[config.mk]
export PLATFORM = sky130hd
export DESIGN_NAME = json_unicode_escape_to_utf8_unit_flat
export DESIGN_NICKNAME = d
export VERILOG_FILES = /design/src/jue_pkg.sv /design/src/jue_in_if.sv /design/src/jue_out_if.sv /design/src/json_unicode_escape_to_utf8_unit.sv /design/src/jue_front.sv /design/src/jue_fifo.sv /design/src/jue_back.sv /design/src/flat_wrapper.sv
export SDC_FILE = /design/constraint.sdc
export NUM_CORES = 1
export LEC_CHECK = 0
export BUFFER_PORTS_ARGS = -buffer_cell sky130_fd_sc_hd__buf_2
export CORE_MARGIN = 8
export CORE_UTILIZATION = 51
export DETAILED_ROUTE_END_ITERATION = 6
export GPL_TIMING_DRIVEN = 0
export PLACE_DENSITY = 0.75
export SYNTH_ARGS = -nofsm -noshare
export SYNTH_HDL_FRONTEND = slang
export SYNTH_HIERARCHICAL = 1
export SYNTH_SLANG_ARGS = --single-unit
[constraint.sdc]
create_clock -name clk -period 3.6 [get_ports clk]
set_input_delay 0.18 -clock clk [delete_from_list [all_inputs] [get_ports clk]]
set_output_delay 0.18 -clock clk [all_outputs]
set_load 0.05 [all_outputs]
[src/jue_pkg.sv]
// Shared types and constants of the JSON \u escape to UTF-8 decoder.
// Used by the front end, the queue and the back end; depends on nothing.
`timescale 1ns / 1ps

package jue_pkg;

	// Error codes carried with each output byte.
	typedef enum logic [2:0] {
		ERR_NONE    = 3'd0,
		ERR_NO_LOW  = 3'd1,
		ERR_BAD_LOW = 3'd2,
		ERR_LONE    = 3'd3,
		ERR_TRUNC   = 3'd4
	} err_t;

	// Characters that steer the escape decoder.
	localparam logic [7:0] CH_BSL = 8'h5C;
	localparam logic [7:0] CH_U   = 8'h75;

	// Depth of the queue between front and back end.
	localparam int unsigned QUEUE_DEPTH = 4;
	localparam int unsigned QPTR_W      = $clog2(QUEUE_DEPTH);

	// One queue entry: the 1 to 4 output bytes caused by one input request.
	typedef struct packed {
		logic [3:0][7:0] bytes;
		logic [1:0]      last_idx;
		err_t            err;
		logic            str_end;
	} entry_t;

endpackage

[src/jue_in_if.sv]
// Input channel: one string byte per request with its end-of-string mark.
// Depends on nothing.
`timescale 1ns / 1ps

interface jue_in_if;
	logic       valid;
	logic       ready;
	logic [7:0] in_char;
	logic       string_end;

	modport source (output valid, in_char, string_end, input ready);
	modport sink (input valid, in_char, string_end, output ready);
endinterface

[src/jue_out_if.sv]
// Output channel: one decoded UTF-8 byte per request with its status flags.
// Depends on nothing.
`timescale 1ns / 1ps

interface jue_out_if;
	logic       valid;
	logic       ready;
	logic [7:0] out_byte;
	logic [2:0] error_code;
	logic       run_last;
	logic       string_last;

	modport source (output valid, out_byte, error_code, run_last, string_last, input ready);
	modport sink (input valid, out_byte, error_code, run_last, string_last, output ready);
endinterface

[src/json_unicode_escape_to_utf8_unit.sv]
// Top level of the JSON \u escape to UTF-8 decoder.
// Uses jue_pkg, jue_in_if, jue_out_if, jue_front, jue_fifo, jue_back.
`timescale 1ns / 1ps

// Takes one byte of a JSON string body per cycle on chars and gives the
// decoded UTF-8 bytes, one per cycle while bytes is ready, on bytes. Plain
// bytes pass through; \uXXXX escapes and surrogate pairs become 1 to 4
// UTF-8 bytes, emitted on the request that completes the escape. Input is
// taken every cycle while the four-entry queue between the decoder and the
// output stage has room; output runs at one byte per cycle while bytes is
// ready, so a request that yields n bytes takes n output slots and the
// sustained input rate is set by the mean output bytes per input byte (at
// most 1 for well formed text). An error gives one zero byte with its code,
// closing the string; the rest of that string is dropped until its end
// byte. Results are registered in the queue, then in the output register.
module json_unicode_escape_to_utf8_unit (
	input  logic      clk,
	input  logic      arst_n,
	jue_in_if.sink    chars,
	jue_out_if.source bytes
);

	logic            push;
	logic            pop;
	logic            full;
	logic            empty;
	jue_pkg::entry_t push_entry;
	jue_pkg::entry_t head;

	// Escape decoding.
	jue_front u_front (
		.clk       (clk),
		.arst_n    (arst_n),
		.chars     (chars),
		.fifo_full (full),
		.push      (push),
		.entry     (push_entry)
	);

	// Decoupling queue.
	jue_fifo u_fifo (
		.clk        (clk),
		.arst_n     (arst_n),
		.push       (push),
		.push_entry (push_entry),
		.pop        (pop),
		.head       (head),
		.full       (full),
		.empty      (empty)
	);

	// Byte serializer and output register.
	jue_back u_back (
		.clk    (clk),
		.arst_n (arst_n),
		.head   (head),
		.empty  (empty),
		.pop    (pop),
		.bytes  (bytes)
	);

endmodule

[src/jue_front.sv]
// Front end: accepts string bytes, runs the escape state machine and
// builds one queue entry per request that yields output. Uses jue_pkg, jue_in_if.
`timescale 1ns / 1ps

module jue_front (
	input  logic            clk,
	input  logic            arst_n,
	jue_in_if.sink          chars,
	input  logic            fifo_full,
	output logic            push,
	output jue_pkg::entry_t entry
);

	typedef enum logic [2:0] {
		PH_IDLE,
		PH_BSL,
		PH_HEX1,
		PH_WANT_BS,
		PH_WANT_U,
		PH_HEX2,
		PH_DROP
	} phase_t;

	phase_t      phase_q, phase_d;
	logic [11:0] accum_q, accum_d;
	logic [1:0]  digits_q, digits_d;
	logic [9:0]  high_q, high_d;

	logic            accept;
	logic [7:0]      c;
	logic            fin;
	logic [15:0]     v;
	logic            in_high;
	logic            in_low;
	logic            use_cp;
	logic [20:0]     cp;
	logic [3:0][7:0] bytes;
	logic [2:0]      nbytes;
	jue_pkg::err_t   err;

	// Value of one hex digit; anything else counts as zero.
	function automatic logic [3:0] hex_value(input logic [7:0] ch);
		logic [3:0] r;
		r = 4'd0;
		if (ch >= 8'h30 && ch <= 8'h39) r = 4'(ch - 8'h30);
		else if (ch >= 8'h41 && ch <= 8'h46) r = 4'(ch - 8'h37);
		else if (ch >= 8'h61 && ch <= 8'h66) r = 4'(ch - 8'h57);
		return r;
	endfunction

	assign chars.ready = !fifo_full;
	assign accept      = chars.valid && chars.ready;
	assign c           = chars.in_char;
	assign fin         = chars.string_end;
	assign v           = {accum_q, hex_value(c)};
	assign in_high     = (v >= 16'hD800) && (v <= 16'hDBFF);
	assign in_low      = (v >= 16'hDC00) && (v <= 16'hDFFF);

	// Next state and output bytes for the byte on the input.
	always_comb begin
		phase_d  = phase_q;
		accum_d  = accum_q;
		digits_d = digits_q;
		high_d   = high_q;
		err      = jue_pkg::ERR_NONE;
		bytes    = '0;
		nbytes   = 3'd0;
		use_cp   = 1'b0;
		cp       = '0;

		unique case (phase_q)
			PH_BSL: begin
				if (c == jue_pkg::CH_U) begin
					if (fin) begin
						err = jue_pkg::ERR_TRUNC;
					end else begin
						phase_d  = PH_HEX1;
						accum_d  = '0;
						digits_d = '0;
					end
				end else if (c == jue_pkg::CH_BSL) begin
					// The first backslash goes out, the second is held.
					bytes[0] = jue_pkg::CH_BSL;
					nbytes   = 3'd1;
					if (fin) begin
						bytes[1] = jue_pkg::CH_BSL;
						nbytes   = 3'd2;
					end
				end else begin
					bytes[0] = jue_pkg::CH_BSL;
					bytes[1] = c;
					nbytes   = 3'd2;
					phase_d  = PH_IDLE;
				end
			end
			PH_HEX1, PH_HEX2: begin
				if (digits_q != 2'd3) begin
					if (fin) begin
						err = jue_pkg::ERR_TRUNC;
					end else begin
						accum_d  = v[11:0];
						digits_d = digits_q + 2'd1;
					end
				end else begin
					accum_d  = '0;
					digits_d = '0;
					if (phase_q == PH_HEX1) begin
						if (in_high) begin
							if (fin) begin
								err = jue_pkg::ERR_NO_LOW;
							end else begin
								high_d  = v[9:0];
								phase_d = PH_WANT_BS;
							end
						end else if (in_low) begin
							err = jue_pkg::ERR_LONE;
						end else begin
							cp      = {5'd0, v};
							use_cp  = 1'b1;
							phase_d = PH_IDLE;
						end
					end else begin
						if (!in_low) begin
							err = jue_pkg::ERR_BAD_LOW;
						end else begin
							// Surrogate pair: 0x10000 plus both ten-bit halves.
							cp      = 21'h10000 + {1'b0, high_q, v[9:0]};
							use_cp  = 1'b1;
							high_d  = '0;
							phase_d = PH_IDLE;
						end
					end
				end
			end
			PH_WANT_BS: begin
				if (c == jue_pkg::CH_BSL && !fin) phase_d = PH_WANT_U;
				else err = jue_pkg::ERR_NO_LOW;
			end
			PH_WANT_U: begin
				if (c == jue_pkg::CH_U) begin
					if (fin) begin
						err = jue_pkg::ERR_TRUNC;
					end else begin
						phase_d  = PH_HEX2;
						accum_d  = '0;
						digits_d = '0;
					end
				end else begin
					err = jue_pkg::ERR_NO_LOW;
				end
			end
			PH_DROP: begin
			end
			default: begin
				if (c == jue_pkg::CH_BSL && !fin) begin
					phase_d = PH_BSL;
				end else begin
					bytes[0] = c;
					nbytes   = 3'd1;
					phase_d  = PH_IDLE;
				end
			end
		endcase

		// UTF-8 encoding of a finished code point.
		if (use_cp) begin
			if (cp < 21'h80) begin
				bytes[0] = cp[7:0];
				nbytes   = 3'd1;
			end else if (cp < 21'h800) begin
				bytes[0] = 8'hC0 | {3'd0, cp[10:6]};
				bytes[1] = 8'h80 | {2'd0, cp[5:0]};
				nbytes   = 3'd2;
			end else if (cp < 21'h10000) begin
				bytes[0] = 8'hE0 | {4'd0, cp[15:12]};
				bytes[1] = 8'h80 | {2'd0, cp[11:6]};
				bytes[2] = 8'h80 | {2'd0, cp[5:0]};
				nbytes   = 3'd3;
			end else begin
				bytes[0] = 8'hF0 | {5'd0, cp[20:18]};
				bytes[1] = 8'h80 | {2'd0, cp[17:12]};
				bytes[2] = 8'h80 | {2'd0, cp[11:6]};
				bytes[3] = 8'h80 | {2'd0, cp[5:0]};
				nbytes   = 3'd4;
			end
		end

		// An error or string end clears the state; an error mid-string enters PH_DROP.
		if (err != jue_pkg::ERR_NONE || fin) begin
			phase_d  = (err != jue_pkg::ERR_NONE && !fin) ? PH_DROP : PH_IDLE;
			accum_d  = '0;
			digits_d = '0;
			high_d   = '0;
		end
	end

	// Queue entry for this request.
	always_comb begin
		push = accept && (err != jue_pkg::ERR_NONE || nbytes != 3'd0);
		if (err != jue_pkg::ERR_NONE) begin
			entry.bytes    = '0;
			entry.last_idx = 2'd0;
			entry.err      = err;
			entry.str_end  = 1'b1;
		end else begin
			entry.bytes    = bytes;
			entry.last_idx = 2'(nbytes - 3'd1);
			entry.err      = jue_pkg::ERR_NONE;
			entry.str_end  = fin;
		end
	end

	// Decoder state.
	always_ff @(posedge clk or negedge arst_n) begin
		if (!arst_n) begin
			phase_q  <= PH_IDLE;
			accum_q  <= '0;
			digits_q <= '0;
			high_q   <= '0;
		end else if (accept) begin
			phase_q  <= phase_d;
			accum_q  <= accum_d;
			digits_q <= digits_d;
			high_q   <= high_d;
		end
	end

	// A dropped string yields nothing.
	a_drop_silent: assert property (@(posedge clk) disable iff (!arst_n)
		accept && phase_q == PH_DROP |-> !push)
		else $error("front pushed while dropping a string");

	// Entries come only from accepted requests.
	a_push_accept: assert property (@(posedge clk) disable iff (!arst_n)
		push |-> accept)
		else $error("front pushed without an accepted request");

	// Every string end leaves the decoder idle.
	a_end_idle: assert property (@(posedge clk) disable iff (!arst_n)
		accept && fin |=> phase_q == PH_IDLE && digits_q == 2'd0)
		else $error("state not cleared after string end");

endmodule

[src/jue_fifo.sv]
// Short queue of decoded entries between front and back end.
// Uses jue_pkg.
`timescale 1ns / 1ps

module jue_fifo (
	input  logic            clk,
	input  logic            arst_n,
	input  logic            push,
	input  jue_pkg::entry_t push_entry,
	input  logic            pop,
	output jue_pkg::entry_t head,
	output logic            full,
	output logic            empty
);

	localparam int unsigned CNT_W = jue_pkg::QPTR_W + 1;

	jue_pkg::entry_t             mem_q [jue_pkg::QUEUE_DEPTH];
	logic [jue_pkg::QPTR_W-1:0]  wr_q;
	logic [jue_pkg::QPTR_W-1:0]  rd_q;
	logic [CNT_W-1:0]            count_q;

	assign full  = (count_q == CNT_W'(jue_pkg::QUEUE_DEPTH));
	assign empty = (count_q == '0);
	assign head  = mem_q[rd_q];

	// Entry storage.
	always_ff @(posedge clk) begin
		if (push) mem_q[wr_q] <= push_entry;
	end

	// Pointers and fill count.
	always_ff @(posedge clk or negedge arst_n) begin
		if (!arst_n) begin
			wr_q    <= '0;
			rd_q    <= '0;
			count_q <= '0;
		end else begin
			if (push) wr_q <= wr_q + 1'b1;
			if (pop) rd_q <= rd_q + 1'b1;
			if (push && !pop) count_q <= count_q + 1'b1;
			else if (pop && !push) count_q <= count_q - 1'b1;
		end
	end

endmodule

[src/jue_back.sv]
// Back end: sends each queue entry's bytes one per cycle while output
// is ready, via a registered output stage. Uses jue_pkg, jue_out_if.
`timescale 1ns / 1ps

module jue_back (
	input  logic            clk,
	input  logic            arst_n,
	input  jue_pkg::entry_t head,
	input  logic            empty,
	output logic            pop,
	jue_out_if.source       bytes
);

	logic       mid_entry;
	logic [1:0] pos_q;
	logic       valid_q;
	logic [7:0] byte_q;
	logic [2:0] err_q;
	logic       run_last_q;
	logic       str_last_q;
	logic       advance;
	logic       at_last;

	assign advance   = !empty && (!valid_q || bytes.ready);
	assign at_last   = (pos_q == head.last_idx);
	assign pop       = advance && at_last;
	assign mid_entry = (pos_q != 2'd0);

	assign bytes.valid       = valid_q;
	assign bytes.out_byte    = byte_q;
	assign bytes.error_code  = err_q;
	assign bytes.run_last    = run_last_q;
	assign bytes.string_last = str_last_q;

	// Byte position inside the head entry and output valid.
	always_ff @(posedge clk or negedge arst_n) begin
		if (!arst_n) begin
			pos_q   <= '0;
			valid_q <= 1'b0;
		end else if (advance) begin
			valid_q <= 1'b1;
			pos_q   <= at_last ? 2'd0 : pos_q + 2'd1;
		end else if (bytes.ready) begin
			valid_q <= 1'b0;
		end
	end

	// Output payload register.
	always_ff @(posedge clk) begin
		if (advance) begin
			byte_q     <= head.bytes[pos_q];
			err_q      <= head.err;
			run_last_q <= at_last;
			str_last_q <= at_last && head.str_end;
		end
	end

	// The end of a string is also the end of its request.
	a_str_run: assert property (@(posedge clk) disable iff (!arst_n)
		valid_q && str_last_q |-> run_last_q)
		else $error("string end not on a request end");

	// Error results are single zero bytes closing the string.
	a_err_form: assert property (@(posedge clk) disable iff (!arst_n)
		valid_q && err_q != jue_pkg::ERR_NONE |-> byte_q == 8'd0 && str_last_q)
		else $error("malformed error result");

	// An entry partly sent stays at the head of the queue.
	a_mid_entry: assert property (@(posedge clk) disable iff (!arst_n)
		mid_entry |-> !empty)
		else $error("queue head lost in the middle of an entry");

endmodule
[src/flat_wrapper.sv]
// flat-port wrapper written by rule: the top's interface ports become plain ports
module json_unicode_escape_to_utf8_unit_flat 
  (clk, arst_n, chars_valid, chars_in_char, chars_string_end, chars_ready, bytes_valid, bytes_out_byte, bytes_error_code, bytes_run_last, bytes_string_last, bytes_ready);
  jue_in_if chars_i ();
  jue_out_if bytes_i ();
  input  logic clk;
  input  logic arst_n;
  input wire logic [$bits(chars_i.valid)-1:0] chars_valid;
  input wire logic [$bits(chars_i.in_char)-1:0] chars_in_char;
  input wire logic [$bits(chars_i.string_end)-1:0] chars_string_end;
  output wire logic [$bits(chars_i.ready)-1:0] chars_ready;
  output wire logic [$bits(bytes_i.valid)-1:0] bytes_valid;
  output wire logic [$bits(bytes_i.out_byte)-1:0] bytes_out_byte;
  output wire logic [$bits(bytes_i.error_code)-1:0] bytes_error_code;
  output wire logic [$bits(bytes_i.run_last)-1:0] bytes_run_last;
  output wire logic [$bits(bytes_i.string_last)-1:0] bytes_string_last;
  input wire logic [$bits(bytes_i.ready)-1:0] bytes_ready;
  assign chars_i.valid = chars_valid;
  assign chars_i.in_char = chars_in_char;
  assign chars_i.string_end = chars_string_end;
  assign chars_ready = chars_i.ready;
  assign bytes_valid = bytes_i.valid;
  assign bytes_out_byte = bytes_i.out_byte;
  assign bytes_error_code = bytes_i.error_code;
  assign bytes_run_last = bytes_i.run_last;
  assign bytes_string_last = bytes_i.string_last;
  assign bytes_i.ready = bytes_ready;
  json_unicode_escape_to_utf8_unit u_core (.clk(clk), .arst_n(arst_n), .chars(chars_i), .bytes(bytes_i));
endmodule
==> results_dict.tcl <==
set metrics [dict create \
    hold_path_depth 2 \
    yosys.area_share.simple_pct 9.12 \
    die_height_um 151 \
    critPathKind "register to register" \
    status "finished clean" \
    synth_edf_count 165 \
    slew_headroom_pct 19.0 \
    drive_gt1_share_pct 25.4 \
    ys_seq_area_share_pct 62.9 \
    ioPinCount 28 \
    r2r_start "u_core/u_front/phase_q[2]" \
    period_needed_ns 3.45 \
    reg2reg_to "u_core/u_fifo/mem_q[2][11]" \
    post-synth-top-area-cell "edfxtp_1" \
    required_ns 3.73 \
    synth_adder_area_share_pct 1.79 \
    yosysMostFrequentCell "edfxtp_1" \
    async_flop_share_pct 18.3 \
    synth_flop_cell "edfxtp_1" \
    synth_top_family_by_area "multiplexers" \
    hold_viol 0 \
    setup_viol 0 \
    hp-start "chars_string_end" \
    clkTransAtPathRegs_ns 0.06 \
    antenna_left 0 \
    p_leak_nw 3.81 \
    synthMuxAreaShare_pct 11.7 \
    min_to "u_core/u_fifo/mem_q[0][0]" \
    remaining_drc_errors 0 \
    cts_tree "yes" \
    multiInputGateArea_um2 3290 \
    area_growth_pct 13.6 \
    register_area_um2 5880 \
    synthXorXnorAreaFrac_pct 1.12 \
    worstSkewPairLatency_ns 0.50 \
    synth_top_area_share_pct 53.0 \
    cp-start-kind "register" \
    synth_top_cells_by_count "165 x edfxtp_1, 50 x nand2_1, 44 x mux4_2, 37 x dfrtp_1, 30 x nor2_1" \
    final.period_utilization_pct 95.9 \
    via_count 5891 \
    fmax_ghz 0.290 \
    htreeDepth 1 \
    clock-sinks 202 \
    irDropWorstVdd_uv 733 \
    rrSetupSlack_ns 0.15 \
    nets 701 \
    critPathLaunch "u_core/u_front/phase_q[2]" \
    ys_warn_count 6 \
    synth_compound_area_share_pct 9.91 \
    clock-root-buffer "clkbuf_16" \
    powerDensity_nw_per_um2 762 \
    syn_inst 620 \
    fillers 1364 \
    start_util_pct 52.1 \
    power_w 0.00809 \
    gp_congestion 0.951 \
    overflow 0 \
    track_usage_pct 19.3 \
    crit_fanout 38 \
    routedWlPerCell_um 23.7 \
    antenna_found_initial 0 \
    drtIter0Drc 529 \
    coreArea_um2 18000 \
    syn-cell-area_um2 9360 \
    fin_skew_ns 0.00763 \
    synth_cell_types 81 \
    grt_pass1_wl_mm 33.9 \
    ys_seq_elements 202 \
    drv_cap 0 \
    syn_avg_cell_area_um2 15.1 \
    portBuffers 25 \
    drv_slew 0 \
    reg2regPathDepth 13 \
    grt_pass1_vias 5898 \
    rsz0062_at_grt "false" \
    hold_class "input port to register" \
    num_rows 49 \
    routed_wl_mm 21.8 \
    numCtsBuffers 21 \
    grt_max_degree 39 \
    die_area_um2 22900 \
    worst_pin_slew_ns 1.20 \
    die_w_um 151 \
    dpl.cell_count 875 \
    arrival_ns 3.58 \
    via_per_inst 6.41 \
    cp-end-kind "register" \
    stdcell_count 919 \
    n_antenna_cell 0 \
    clockBufferDepth 3 \
    detail_route.first_pass.iterations 5 \
    dp.final_hpwl_mm 14.7 \
    ys_top_cells_by_area "edfxtp_1 53%, mux4_2 11%, dfrtp_1 9.9%, nand2_1 2.0%, ha_1 1.5%" \
]
placed cells by master (no fill, tap or decap), drive strengths merged, types with 4 or more instances in the layout:
cell type and count:
and3b 5, o32ai 4, mux4 46, or3 4, nand2 53, o21ai 28, o2bb2ai 4, edfxtp 165
xnor2 6, nor3 9, o31ai 6, o22ai 4, and3 5, clkbuf 32, ha 11, buf 55
a31oi 6, dfrtp 37, nand2b 7, o21bai 4, inv 21, and2 13, a21oi 27, nor2 30
nor4 5, o41ai 5, nand3 9, a22o 12, mux2 4, clkinv 8, xor2 6
routing by layer:
| layer | up-vias | GRT usage, % | share of wire [%] |
|---|---|---|---|
| met3 | 45 | 3.05 | 6.8 |
| met2 | 259 | 31.5 | 49 |
| met1 | 3022 | 26.5 | 42 |
| met4 | 0 | 5.49 | 2.3 |
| met5 | - | 0 | 0 |
| li1 | 2565 | - | - |
report_power, final:
| part | internal, W | total [W] | switching (W) |
|---|---|---|---|
| logic | 0.00113 | 0.00270 | 0.00157 |
| registers | 0.00322 | 0.00339 | 0.000171 |
| clock network | 0.00115 | 0.00200 | 0.000853 |
registers in the layout (all words and copies together) (netlist names):
| signal | flops |
|---|---|
| u_core/u_back/bytes.valid | 1 |
| u_core/u_fifo/count_q | 3 |
| u_core/u_back/bytes.error_code | 3 |
| u_core/u_back/pos_q | 2 |
| u_core/u_fifo/rd_q | 2 |
| u_core/u_back/bytes.out_byte | 8 |
| u_core/u_back/bytes.run_last | 1 |
| u_core/u_fifo/mem_q | 152 |
| u_core/u_front/high_q | 10 |
| u_core/u_back/bytes.string_last | 1 |
| u_core/u_front/accum_q | 12 |
| u_core/u_fifo/wr_q | 2 |
| u_core/u_front/digits_q | 2 |
| u_core/u_front/phase_q | 3 |
critical path: stages (launching register included):
cell,delay [ns]
dfrtp_2,0.47
buf_4,0.20
and4bb_2,0.35
o41ai_1,0.09
o22a_1,0.24
and2_1,0.19
buf_6,0.15
a21oi_4,0.14
nand2_1,0.07
ha_1,0.21
nand2_1,0.08
o21a_4,0.16
buf_4,0.15
and2_4,0.55
cell type report:
class	count	area share (%)
Timing Repair Buffer	33	1.79
Tap cell	229	2.70
Sequential cell	202	55.4
Multi-Input combinational cell	368	30.9
Inverter	19	0.671
Buffer	31	2.59
Clock inverter	12	0.848
Clock buffer	25	5.09
stage by stage:
step                setup WS [ns]  TNS (ns)  utilization (%)  hold WS (ns)  instance area, µm²
finish                      0.147         0             59.1         0.120               10600
global route               0.0215         0             59.1         0.129               10600
CTS                        0.0275         0             58.5         0.107               10500
detailed placement         -0.796   -119.38             54.4         0.347                9780
global placement           -0.713   -107.46             54.4         0.329                9780
floorplan                   0.127         0                -        -0.116                9360
cell families after synthesis:
family,after synthesis
compound gates,129
xor+xnor,12
fa+ha+maj,13
buf+inv,51
flops,202
mux,51
other cells,1
simple gates,161
what timing repair did:
item / 4_1_cts / 5_1_grt
setup endpoints to repair: 155 / 154
pin swaps: 2 / 3
hold endpoints to repair: 38 / 0
hold buffers: 2 / 0
gates resized for setup: 23 / 27
setup buffers: 3 / 3
worst max path at each step:
stage                                  to  slack [ns]  cells past startpoint
2_1_floorplan    u_core/u_fifo/count_q[2]        0.13                     18
3_3_place_gp    u_core/u_fifo/mem_q[0][7]       -0.71                     13
3_5_place_dp   u_core/u_fifo/mem_q[2][31]       -0.80                     13
4_1_cts          u_core/u_fifo/count_q[2]        0.03                     17
5_1_grt          u_core/u_fifo/count_q[1]        0.02                     16
6_report       u_core/u_fifo/mem_q[2][11]        0.15                     13
No activity file was read; power rests on OpenSTA's default activity.
